### config.mk
export PLATFORM = sky130hd
export DESIGN_NAME = char_lcd_nibble_write_sequencer_flat
export DESIGN_NICKNAME = d
export VERILOG_FILES = /design/src/cnws_pkg.sv /design/src/cnws_if.sv /design/src/cnws_engine.sv /design/src/char_lcd_nibble_write_sequencer.sv /design/src/flat_wrapper.sv
export SDC_FILE = /design/constraint.sdc
export NUM_CORES = 1
export LEC_CHECK = 0
export BUFFER_PORTS_ARGS = -buffer_cell sky130_fd_sc_hd__buf_4
export CAP_MARGIN = 5
export CORE_ASPECT_RATIO = 1.75
export CORE_UTILIZATION = 55
export CTS_CLUSTER_DIAMETER = 30
export DETAILED_ROUTE_END_ITERATION = 7
export PLACE_DENSITY_LB_ADDON = 0.05
export SYNTH_ARGS = -nofsm -noshare
export SYNTH_HDL_FRONTEND = slang
export SYNTH_SLANG_ARGS = --single-unit
### constraint.sdc
create_clock -name clk -period 3.2 [get_ports clk]
set_clock_uncertainty 0.1 [all_clocks]
set_input_delay 0.16 -clock clk [delete_from_list [all_inputs] [get_ports clk]]
set_output_delay 0.16 -clock clk [all_outputs]
set_load 0.1 [all_outputs]
### src/cnws_pkg.sv
// Package for the character LCD nibble write sequencer.
// Holds request codes, register indexes, the control word format and the
// microcode program. No dependencies.
package cnws_pkg;

	localparam int WAIT_W  = 20;
	localparam int STB_W   = 8;
	localparam int CFG_IDX_W = 3;

	// Request codes
	typedef enum logic [1:0] {
		REQ_CMD  = 2'd0,
		REQ_DATA = 2'd1,
		REQ_INIT = 2'd2
	} req_type_t;

	// Register indexes on the configuration port
	typedef enum logic [CFG_IDX_W-1:0] {
		CFG_POWERUP_WAIT = 3'd0,
		CFG_FIRST_WAIT   = 3'd1,
		CFG_STEP_WAIT    = 3'd2,
		CFG_SHORT_WAIT   = 3'd3,
		CFG_LONG_WAIT    = 3'd4,
		CFG_STROBE_WIDTH = 3'd5
	} cfg_idx_t;

	// Register reset values
	localparam logic [WAIT_W-1:0] RST_POWERUP_WAIT = 20'd200000;
	localparam logic [WAIT_W-1:0] RST_FIRST_WAIT   = 20'd50000;
	localparam logic [WAIT_W-1:0] RST_STEP_WAIT    = 20'd10000;
	localparam logic [WAIT_W-1:0] RST_SHORT_WAIT   = 20'd500;
	localparam logic [WAIT_W-1:0] RST_LONG_WAIT    = 20'd20000;
	localparam logic [STB_W-1:0]  RST_STROBE_WIDTH = 8'd10;

	// Wait registers handed to the engine
	typedef struct packed {
		logic [WAIT_W-1:0] powerup;
		logic [WAIT_W-1:0] first;
		logic [WAIT_W-1:0] step;
		logic [WAIT_W-1:0] short_w;
		logic [WAIT_W-1:0] long_w;
	} cnws_waits_t;

	// Control word fields
	typedef enum logic [1:0] {
		NIB_IMM = 2'd0,
		NIB_HI  = 2'd1,
		NIB_LO  = 2'd2
	} nib_sel_t;

	typedef enum logic [2:0] {
		W_ZERO    = 3'd0,
		W_POWERUP = 3'd1,
		W_FIRST   = 3'd2,
		W_STEP    = 3'd3,
		W_SHORT   = 3'd4,
		W_LONG    = 3'd5,
		W_BYTE    = 3'd6
	} wait_sel_t;

	typedef struct packed {
		nib_sel_t   nib_sel;
		logic [3:0] imm;
		logic       strobe;
		wait_sel_t  wait_sel;
		logic       last;
	} ucode_t;

	// Program layout
	localparam int UC_LEN = 17;
	localparam int PC_W   = $clog2(UC_LEN);
	localparam logic [PC_W-1:0] UC_BYTE = PC_W'(0);
	localparam logic [PC_W-1:0] UC_INIT = PC_W'(2);

	// Fixed init commands
	localparam logic [7:0] CMD_FUNC_SET = 8'h2E;
	localparam logic [7:0] CMD_DISP_OFF = 8'h08;
	localparam logic [7:0] CMD_DISP_ON  = 8'h0C;
	localparam logic [7:0] CMD_ENTRY    = 8'h06;
	localparam logic [7:0] CMD_CLEAR    = 8'h01;

	function automatic ucode_t uc_word(nib_sel_t sel, logic [3:0] imm, logic stb,
			wait_sel_t ws, logic last);
		ucode_t w;
		w.nib_sel  = sel;
		w.imm      = imm;
		w.strobe   = stb;
		w.wait_sel = ws;
		w.last     = last;
		return w;
	endfunction

	// One half of a fixed command; a command with either of its low two bits set (clear/home style) gets the long wait
	function automatic ucode_t uc_cmd(logic [7:0] cmd, logic lo, logic last);
		wait_sel_t ws;
		ws = (cmd[1:0] != 2'b00) ? W_LONG : W_SHORT;
		if (lo)
			return uc_word(NIB_IMM, cmd[3:0], 1'b1, ws, last);
		return uc_word(NIB_IMM, cmd[7:4], 1'b1, W_ZERO, 1'b0);
	endfunction

	// Microcode program
	function automatic ucode_t ucode_rom(logic [PC_W-1:0] addr);
		case (addr)
			PC_W'(0):  return uc_word(NIB_HI, 4'h0, 1'b1, W_ZERO, 1'b0);
			PC_W'(1):  return uc_word(NIB_LO, 4'h0, 1'b1, W_BYTE, 1'b1);
			PC_W'(2):  return uc_word(NIB_IMM, 4'h0, 1'b0, W_POWERUP, 1'b0);
			PC_W'(3):  return uc_word(NIB_IMM, 4'h3, 1'b1, W_FIRST, 1'b0);
			PC_W'(4):  return uc_word(NIB_IMM, 4'h3, 1'b1, W_STEP, 1'b0);
			PC_W'(5):  return uc_word(NIB_IMM, 4'h3, 1'b1, W_STEP, 1'b0);
			PC_W'(6):  return uc_word(NIB_IMM, 4'h2, 1'b1, W_STEP, 1'b0);
			PC_W'(7):  return uc_cmd(CMD_FUNC_SET, 1'b0, 1'b0);
			PC_W'(8):  return uc_cmd(CMD_FUNC_SET, 1'b1, 1'b0);
			PC_W'(9):  return uc_cmd(CMD_DISP_OFF, 1'b0, 1'b0);
			PC_W'(10): return uc_cmd(CMD_DISP_OFF, 1'b1, 1'b0);
			PC_W'(11): return uc_cmd(CMD_DISP_ON, 1'b0, 1'b0);
			PC_W'(12): return uc_cmd(CMD_DISP_ON, 1'b1, 1'b0);
			PC_W'(13): return uc_cmd(CMD_ENTRY, 1'b0, 1'b0);
			PC_W'(14): return uc_cmd(CMD_ENTRY, 1'b1, 1'b0);
			PC_W'(15): return uc_cmd(CMD_CLEAR, 1'b0, 1'b0);
			PC_W'(16): return uc_cmd(CMD_CLEAR, 1'b1, 1'b1);
			default:   return uc_word(NIB_IMM, 4'h0, 1'b0, W_ZERO, 1'b1);
		endcase
	endfunction

endpackage

### src/cnws_if.sv
// Channel interfaces for the LCD nibble write sequencer: request, bus event
// and configuration write. Depends on cnws_pkg.
interface cnws_req_if import cnws_pkg::*; ();
	logic       valid;
	logic       ready;
	logic [1:0] req_type;
	logic [7:0] byte_value;

	modport source (output valid, req_type, byte_value, input ready);
	modport sink   (input valid, req_type, byte_value, output ready);
endinterface

interface cnws_evt_if import cnws_pkg::*; ();
	logic              valid;
	logic              ready;
	logic [3:0]        nibble;
	logic              reg_select;
	logic              strobe_res;
	logic [WAIT_W-1:0] wait_after;
	logic              last;

	modport source (output valid, nibble, reg_select, strobe_res, wait_after, last,
		input ready);
	modport sink   (input valid, nibble, reg_select, strobe_res, wait_after, last,
		output ready);
endinterface

interface cnws_cfg_if import cnws_pkg::*; ();
	logic                 valid;
	logic                 ready;
	logic [CFG_IDX_W-1:0] index;
	logic [WAIT_W-1:0]    data;

	modport source (output valid, index, data, input ready);
	modport sink   (input valid, index, data, output ready);
endinterface

### src/cnws_engine.sv
// Microcoded sequencer: step counter, control word decode, nibble/wait
// datapath and the output event register. Depends on cnws_pkg, cnws_if.
module cnws_engine import cnws_pkg::*; (
	input  logic          clk,
	input  logic          arst_n,
	cnws_req_if.sink      req,
	cnws_evt_if.source    evt,
	input  cnws_waits_t   waits
);

	logic            busy_q;
	logic [PC_W-1:0] pc_q;
	logic [7:0]      byte_q;
	logic            is_data_q;
	logic            out_valid_q;
	logic [3:0]      nibble_q;
	logic            rs_q;
	logic            strobe_q;
	logic [WAIT_W-1:0] wait_q;
	logic            last_q;

	ucode_t            uw;
	logic              adv;
	logic              req_acc;
	logic [3:0]        nib_d;
	logic [WAIT_W-1:0] wait_d;

	assign req.ready = !busy_q;
	assign req_acc   = req.valid && !busy_q;
	assign adv       = busy_q && (!out_valid_q || evt.ready);

	// Control word for the current step
	assign uw = ucode_rom(pc_q);

	// Nibble select
	always_comb begin
		case (uw.nib_sel)
			NIB_HI:  nib_d = byte_q[7:4];
			NIB_LO:  nib_d = byte_q[3:0];
			default: nib_d = uw.imm;
		endcase
	end

	// Wait select
	always_comb begin
		case (uw.wait_sel)
			W_POWERUP: wait_d = waits.powerup;
			W_FIRST:   wait_d = waits.first;
			W_STEP:    wait_d = waits.step;
			W_SHORT:   wait_d = waits.short_w;
			W_LONG:    wait_d = waits.long_w;
			W_BYTE: begin
				if (!is_data_q && byte_q[1:0] != 2'b00)
					wait_d = waits.long_w;
				else
					wait_d = waits.short_w;
			end
			default:   wait_d = '0;
		endcase
	end

	// Step counter and request latch
	always_ff @(posedge clk or negedge arst_n) begin
		if (!arst_n) begin
			busy_q <= 1'b0;
			pc_q   <= UC_BYTE;
		end else if (req_acc) begin
			case (req.req_type)
				REQ_CMD, REQ_DATA: begin
					busy_q <= 1'b1;
					pc_q   <= UC_BYTE;
				end
				REQ_INIT: begin
					busy_q <= 1'b1;
					pc_q   <= UC_INIT;
				end
				default: busy_q <= 1'b0;
			endcase
		end else if (adv) begin
			if (uw.last)
				busy_q <= 1'b0;
			else
				pc_q <= pc_q + PC_W'(1);
		end
	end

	always_ff @(posedge clk) begin
		if (req_acc) begin
			byte_q    <= req.byte_value;
			is_data_q <= (req.req_type == REQ_DATA);
		end
	end

	// Output event register
	always_ff @(posedge clk or negedge arst_n) begin
		if (!arst_n)
			out_valid_q <= 1'b0;
		else if (adv)
			out_valid_q <= 1'b1;
		else if (evt.ready)
			out_valid_q <= 1'b0;
	end

	always_ff @(posedge clk) begin
		if (adv) begin
			nibble_q <= uw.strobe ? nib_d : 4'h0;
			rs_q     <= uw.strobe ? is_data_q : 1'b0;
			strobe_q <= uw.strobe;
			wait_q   <= wait_d;
			last_q   <= uw.last;
		end
	end

	assign evt.valid      = out_valid_q;
	assign evt.nibble     = nibble_q;
	assign evt.reg_select = rs_q;
	assign evt.strobe_res = strobe_q;
	assign evt.wait_after = wait_q;
	assign evt.last       = last_q;

`ifndef SYNTHESIS
	a_last_ends: assert property (@(posedge clk) disable iff (!arst_n)
		adv && uw.last |=> !busy_q)
		else $error("sequencer still busy after final event");
	a_pc_range: assert property (@(posedge clk) disable iff (!arst_n)
		busy_q |-> pc_q < PC_W'(UC_LEN))
		else $error("step counter beyond program");
	a_init_entry: assert property (@(posedge clk) disable iff (!arst_n)
		req_acc && req.req_type == REQ_INIT |=> busy_q && pc_q == UC_INIT)
		else $error("init request did not enter init program");
	a_mid_busy: assert property (@(posedge clk) disable iff (!arst_n)
		out_valid_q && !last_q |-> busy_q)
		else $error("non-final event pending with sequencer idle");
`endif

endmodule

### src/char_lcd_nibble_write_sequencer.sv
// Top level of the character LCD nibble write sequencer: configuration
// registers and channel wiring. Depends on cnws_pkg, cnws_if, cnws_engine.
//
// Usage:
//  - req channel: one transaction is a request (command write, data write or
//    power-up init). Request code 3 is accepted and dropped with no events.
//  - evt channel: one transaction per bus event (nibble, register select,
//    strobe flag, wait after, last marker). last closes each command, data or init request.
//  - cfg channel: always ready; writes wait and strobe-width registers by
//    index. Indexes beyond the list are ignored. Write only while idle.
//  - A taken request loads the step counter; each event then passes through
//    the output event register, one event per cycle while the receiver takes
//    them. A command or data write runs the byte program, init the
//    fifteen-step init program; no new request is taken while busy.
//  - The next request is taken while the final event still sits in the
//    output register. A stalled receiver holds the event and the counter.
//  - Reset: asynchronous, active low; registers return to their defaults and
//    the channels come up empty.
module char_lcd_nibble_write_sequencer import cnws_pkg::*; (
	input  logic        clk,
	input  logic        arst_n,
	cnws_req_if.sink    req,
	cnws_evt_if.source  evt,
	cnws_cfg_if.sink    cfg
);

	cnws_waits_t      waits_q;
	logic [STB_W-1:0] strobe_width_q;
	logic             cfg_acc;

	assign cfg.ready = 1'b1;
	assign cfg_acc   = cfg.valid;

	// Configuration registers
	always_ff @(posedge clk or negedge arst_n) begin
		if (!arst_n) begin
			waits_q.powerup <= RST_POWERUP_WAIT;
			waits_q.first   <= RST_FIRST_WAIT;
			waits_q.step    <= RST_STEP_WAIT;
			waits_q.short_w <= RST_SHORT_WAIT;
			waits_q.long_w  <= RST_LONG_WAIT;
			strobe_width_q  <= RST_STROBE_WIDTH;
		end else if (cfg_acc) begin
			case (cfg.index)
				CFG_POWERUP_WAIT: waits_q.powerup <= cfg.data;
				CFG_FIRST_WAIT:   waits_q.first   <= cfg.data;
				CFG_STEP_WAIT:    waits_q.step    <= cfg.data;
				CFG_SHORT_WAIT:   waits_q.short_w <= cfg.data;
				CFG_LONG_WAIT:    waits_q.long_w  <= cfg.data;
				CFG_STROBE_WIDTH: strobe_width_q  <= cfg.data[STB_W-1:0];
				default: ;
			endcase
		end
	end

	cnws_engine u_engine (
		.clk    (clk),
		.arst_n (arst_n),
		.req    (req),
		.evt    (evt),
		.waits  (waits_q)
	);

`ifndef SYNTHESIS
	a_strobe_wr: assert property (@(posedge clk) disable iff (!arst_n)
		cfg_acc && cfg.index == CFG_STROBE_WIDTH |=>
		strobe_width_q == $past(cfg.data[STB_W-1:0]))
		else $error("strobe width write lost");
	a_powerup_wr: assert property (@(posedge clk) disable iff (!arst_n)
		cfg_acc && cfg.index == CFG_POWERUP_WAIT |=> waits_q.powerup == $past(cfg.data))
		else $error("power-up wait write lost");
	a_bad_index: assert property (@(posedge clk) disable iff (!arst_n)
		cfg_acc && cfg.index > CFG_STROBE_WIDTH |=>
		$stable(waits_q) && $stable(strobe_width_q))
		else $error("write beyond register list changed a register");
`endif

endmodule

### src/flat_wrapper.sv
// flat-port wrapper written by rule: the top's interface ports become plain ports
module char_lcd_nibble_write_sequencer_flat import cnws_pkg::*;
  (clk, arst_n, req_valid, req_req_type, req_byte_value, req_ready, evt_valid, evt_nibble, evt_reg_select, evt_strobe_res, evt_wait_after, evt_last, evt_ready, cfg_valid, cfg_index, cfg_data, cfg_ready);
  cnws_req_if req_i ();
  cnws_evt_if evt_i ();
  cnws_cfg_if cfg_i ();
  input  logic clk;
  input  logic arst_n;
  input wire logic [$bits(req_i.valid)-1:0] req_valid;
  input wire logic [$bits(req_i.req_type)-1:0] req_req_type;
  input wire logic [$bits(req_i.byte_value)-1:0] req_byte_value;
  output wire logic [$bits(req_i.ready)-1:0] req_ready;
  output wire logic [$bits(evt_i.valid)-1:0] evt_valid;
  output wire logic [$bits(evt_i.nibble)-1:0] evt_nibble;
  output wire logic [$bits(evt_i.reg_select)-1:0] evt_reg_select;
  output wire logic [$bits(evt_i.strobe_res)-1:0] evt_strobe_res;
  output wire logic [$bits(evt_i.wait_after)-1:0] evt_wait_after;
  output wire logic [$bits(evt_i.last)-1:0] evt_last;
  input wire logic [$bits(evt_i.ready)-1:0] evt_ready;
  input wire logic [$bits(cfg_i.valid)-1:0] cfg_valid;
  input wire logic [$bits(cfg_i.index)-1:0] cfg_index;
  input wire logic [$bits(cfg_i.data)-1:0] cfg_data;
  output wire logic [$bits(cfg_i.ready)-1:0] cfg_ready;
  assign req_i.valid = req_valid;
  assign req_i.req_type = req_req_type;
  assign req_i.byte_value = req_byte_value;
  assign req_ready = req_i.ready;
  assign evt_valid = evt_i.valid;
  assign evt_nibble = evt_i.nibble;
  assign evt_reg_select = evt_i.reg_select;
  assign evt_strobe_res = evt_i.strobe_res;
  assign evt_wait_after = evt_i.wait_after;
  assign evt_last = evt_i.last;
  assign evt_i.ready = evt_ready;
  assign cfg_i.valid = cfg_valid;
  assign cfg_i.index = cfg_index;
  assign cfg_i.data = cfg_data;
  assign cfg_ready = cfg_i.ready;
  char_lcd_nibble_write_sequencer u_core (.clk(clk), .arst_n(arst_n), .req(req_i), .evt(evt_i), .cfg(cfg_i));
endmodule
==> out/qor.yml <==
status: "complete, no violations"
ys.flop_type: "dfrtp_1"
ys_warn_count: 0
hold_class: "input port to flip-flop"
drv_cap: 0
min_to: "u_core.u_engine.pc_q[1]$_DFFE_PN0P_"
clock-root-buffer: "clkbuf_16"
reg2reg_to: "u_core.u_engine.evt.wait_after[3]$_DFFE_PP_"
ant_nets: 0
fin_ws_ps: 273
io_pins: 68
synth_top_area_cell: "dfrtp_1"
drive_above_1_share: 0.425
die-area_mm2: 0.0121
synth-seq-cells: 143
die_w_um: 83.5
yosysUniqueCellTypes: 40
fmax_ghz: 0.342
worstSkewPairLatency_ps: 430
antenna_found_initial: 0
grt_pass1_wl_um: 22500
tns_ps: 0
postSynthNetCount: 514
clkSinkCount: 143
period_minus_slack_ps: 2930
r2r-start: "u_core.u_engine.pc_q[0]$_DFFE_PN0P_"
wl_met3_um: 478
num_rows: 51
power.leakage_nw: 3.47
dp_worst_setup_slack_ps: 187
dr_wl_met2_um: 7680
dpl_cell_area_mm2: 0.00706
fp.coreArea_mm2: 0.0112
portBuffers: 66
arrival_ps: 3120
numCtsBuffers: 17
yosysSeqAreaShare: 0.593
tightest_slew_ps: 1120
cp-start-kind: "flip-flop"
reg2regPathDepth: 8
wl_met1_um: 5580
gp_congestion: 0.847
ir_drop_v: 0.000963
cts_setup_buffers: 0
cellPowerDensity_mw_per_mm2: 1120
max_slew_margin: 0.250
overflow: 0
syn_area_mm2: 0.00640
synth_top_area_frac: 0.309
holdCritStartpoint: "req_valid"
clk_pin_slew_ps: 60
first_global_vias: 4362
crit_fanout: 12
setup_violations: 0
endpoint_kind: "flip-flop"
grt_max_degree: 52
fin_nets: 620
wire_per_inst_um: 19.4
final-max-slew-violation-count: 0
grt_usage: 0.249
ys_async_sr_fraction: 0.748
drt_first_pass_iters: 7
initial_core_util: 0.570
drt_iter0_markers: 186
drt_wl_total_um: 14000
postSynthCellCount: 469
yosysMostFrequentCell: "mux2_2"
avgSynthCellArea_um2: 13.6
whs_path_depth: 4
worst-endpoint-required_ps: 3400
drc: 0
grt_setup_unrepaired: "false"
r2r_slack_ps: 270
synth_common_cells: "101 x mux2_2, 79 x dfrtp_1, 54 x nand2_1"
final_area_mm2: 0.00797
fin_crit_sh: 0.915
synth_area_leaders: "dfrtp_1 31%, mux2_2 18%, edfxtp_1 17%"
die_y_um: 145
num_vias: 4141
highest_layer: "met4"
viasPerCell: 5.75
cts_max_level: 4
crit_type: "flip-flop to flip-flop"
finalHoldViolations: 0
fillers: 820
fin_util: 0.709
cts_tree: "done"
n_antenna_cell: 0
area_growth_pct: 24.5
dp_hpwl_um: 8550
cts_buffer_depth: 2
synth_edf_count: 36
cell usage in the layout (no fill, tap or decap), drive strengths merged, types with 3 or more instances in the layout:
master	instances
mux2	101
buf	82
dfrtp	79
nand2	54
edfxtp	36
dlygate4sd3	33
dfstp	28
mux2i	24
a22o	20
a221o	20
inv	19
clkbuf	18
nor2	13
ha	7
a22oi	7
and2	6
nor2b	4
a21oi	4
clkinv	4
o21ai	4
nor3	3
sequential cells by signal, summed over array words and instances, names as in the netlist, 4 cells and up:
register                        flops
u_core.u_engine.pc_q                5
u_core.waits_q                    100
u_core.u_engine.byte_q              8
u_core.u_engine.evt.wait_after     20
u_core.u_engine.evt.nibble          4
critical path, stage by stage, from the launching register on:
cell	delay, ps
dfrtp_1	440
inv_1	190
ha_1	320
a31oi_1	140
o21ai_2	90
a22oi_1	120
nor2_1	860
buf_4	360
a221o_1	180
timing repair:
item / 4_1_cts / 5_1_grt
setup endpoints to repair: 0 / 20
hold buffers: 33 / 0
resized for setup: 0 / 1
hold endpoints to repair: 153 / 0
cells by family after synthesis:
kind of cell | count (synthesis) | synth area share
flops | 143 | 0.593
mux | 125 | 0.215
simple gates | 88 | 0.0604
compound gates | 66 | 0.0882
buf+inv | 38 | 0.0278
fa+ha+maj | 7 | 0.0137
other cells | 1 | 0.000586
xor+xnor | 1 | 0.00137
per-layer routing:
metal  GRT usage  up-vias
met2       0.454       83
met5           0        -
met4       0.105        0
li1            -     1930
met1       0.287     2106
met3      0.0493       22
stage by stage:
stage                     hold slack [ps]  std cells  total power, mW
after global routing                  126        720             9.35
after floorplan                      -236        469             6.11
final                                60.9        720             8.92
after global placement                124        655             6.94
after detailed placement              135        655             7.02
after CTS                            52.6        720             8.97
report_power, final:
part	switching (mW)	internal, mW
combinational	2.75	1.41
sequential	0.255	2.60
clock	0.835	1.06
final cells by class:
cell class | count | area (um2) | share of cell area
inverters | 10 | 37.5 | 0.00471
clock inverters | 14 | 121 | 0.0152
well taps | 132 | 165 | 0.0207
flip-flops and latches | 143 | 3790 | 0.476
clock buffers | 18 | 450 | 0.0565
repair buffers | 115 | 946 | 0.119
multi-input cells | 288 | 2450 | 0.308
worst max-delay path by stage:
stage               cells past startpoint  slack [ps]                                  start                                           end
floorplan                               6         650  u_core.u_engine.evt.valid$_DFFE_PN0P_           u_core.u_engine.pc_q[3]$_DFFE_PN0P_
global placement                        8         290    u_core.u_engine.pc_q[0]$_DFFE_PN0P_   u_core.u_engine.evt.wait_after[5]$_DFFE_PP_
detailed placement                      8         190    u_core.u_engine.pc_q[0]$_DFFE_PN0P_   u_core.u_engine.evt.wait_after[3]$_DFFE_PP_
CTS                                     8         160    u_core.u_engine.pc_q[0]$_DFFE_PN0P_  u_core.u_engine.evt.wait_after[16]$_DFFE_PP_
global route                            8          80    u_core.u_engine.pc_q[0]$_DFFE_PN0P_  u_core.u_engine.evt.wait_after[16]$_DFFE_PP_
finish                                  8         270    u_core.u_engine.pc_q[0]$_DFFE_PN0P_   u_core.u_engine.evt.wait_after[3]$_DFFE_PP_
(Power assumes the default switching activity.)
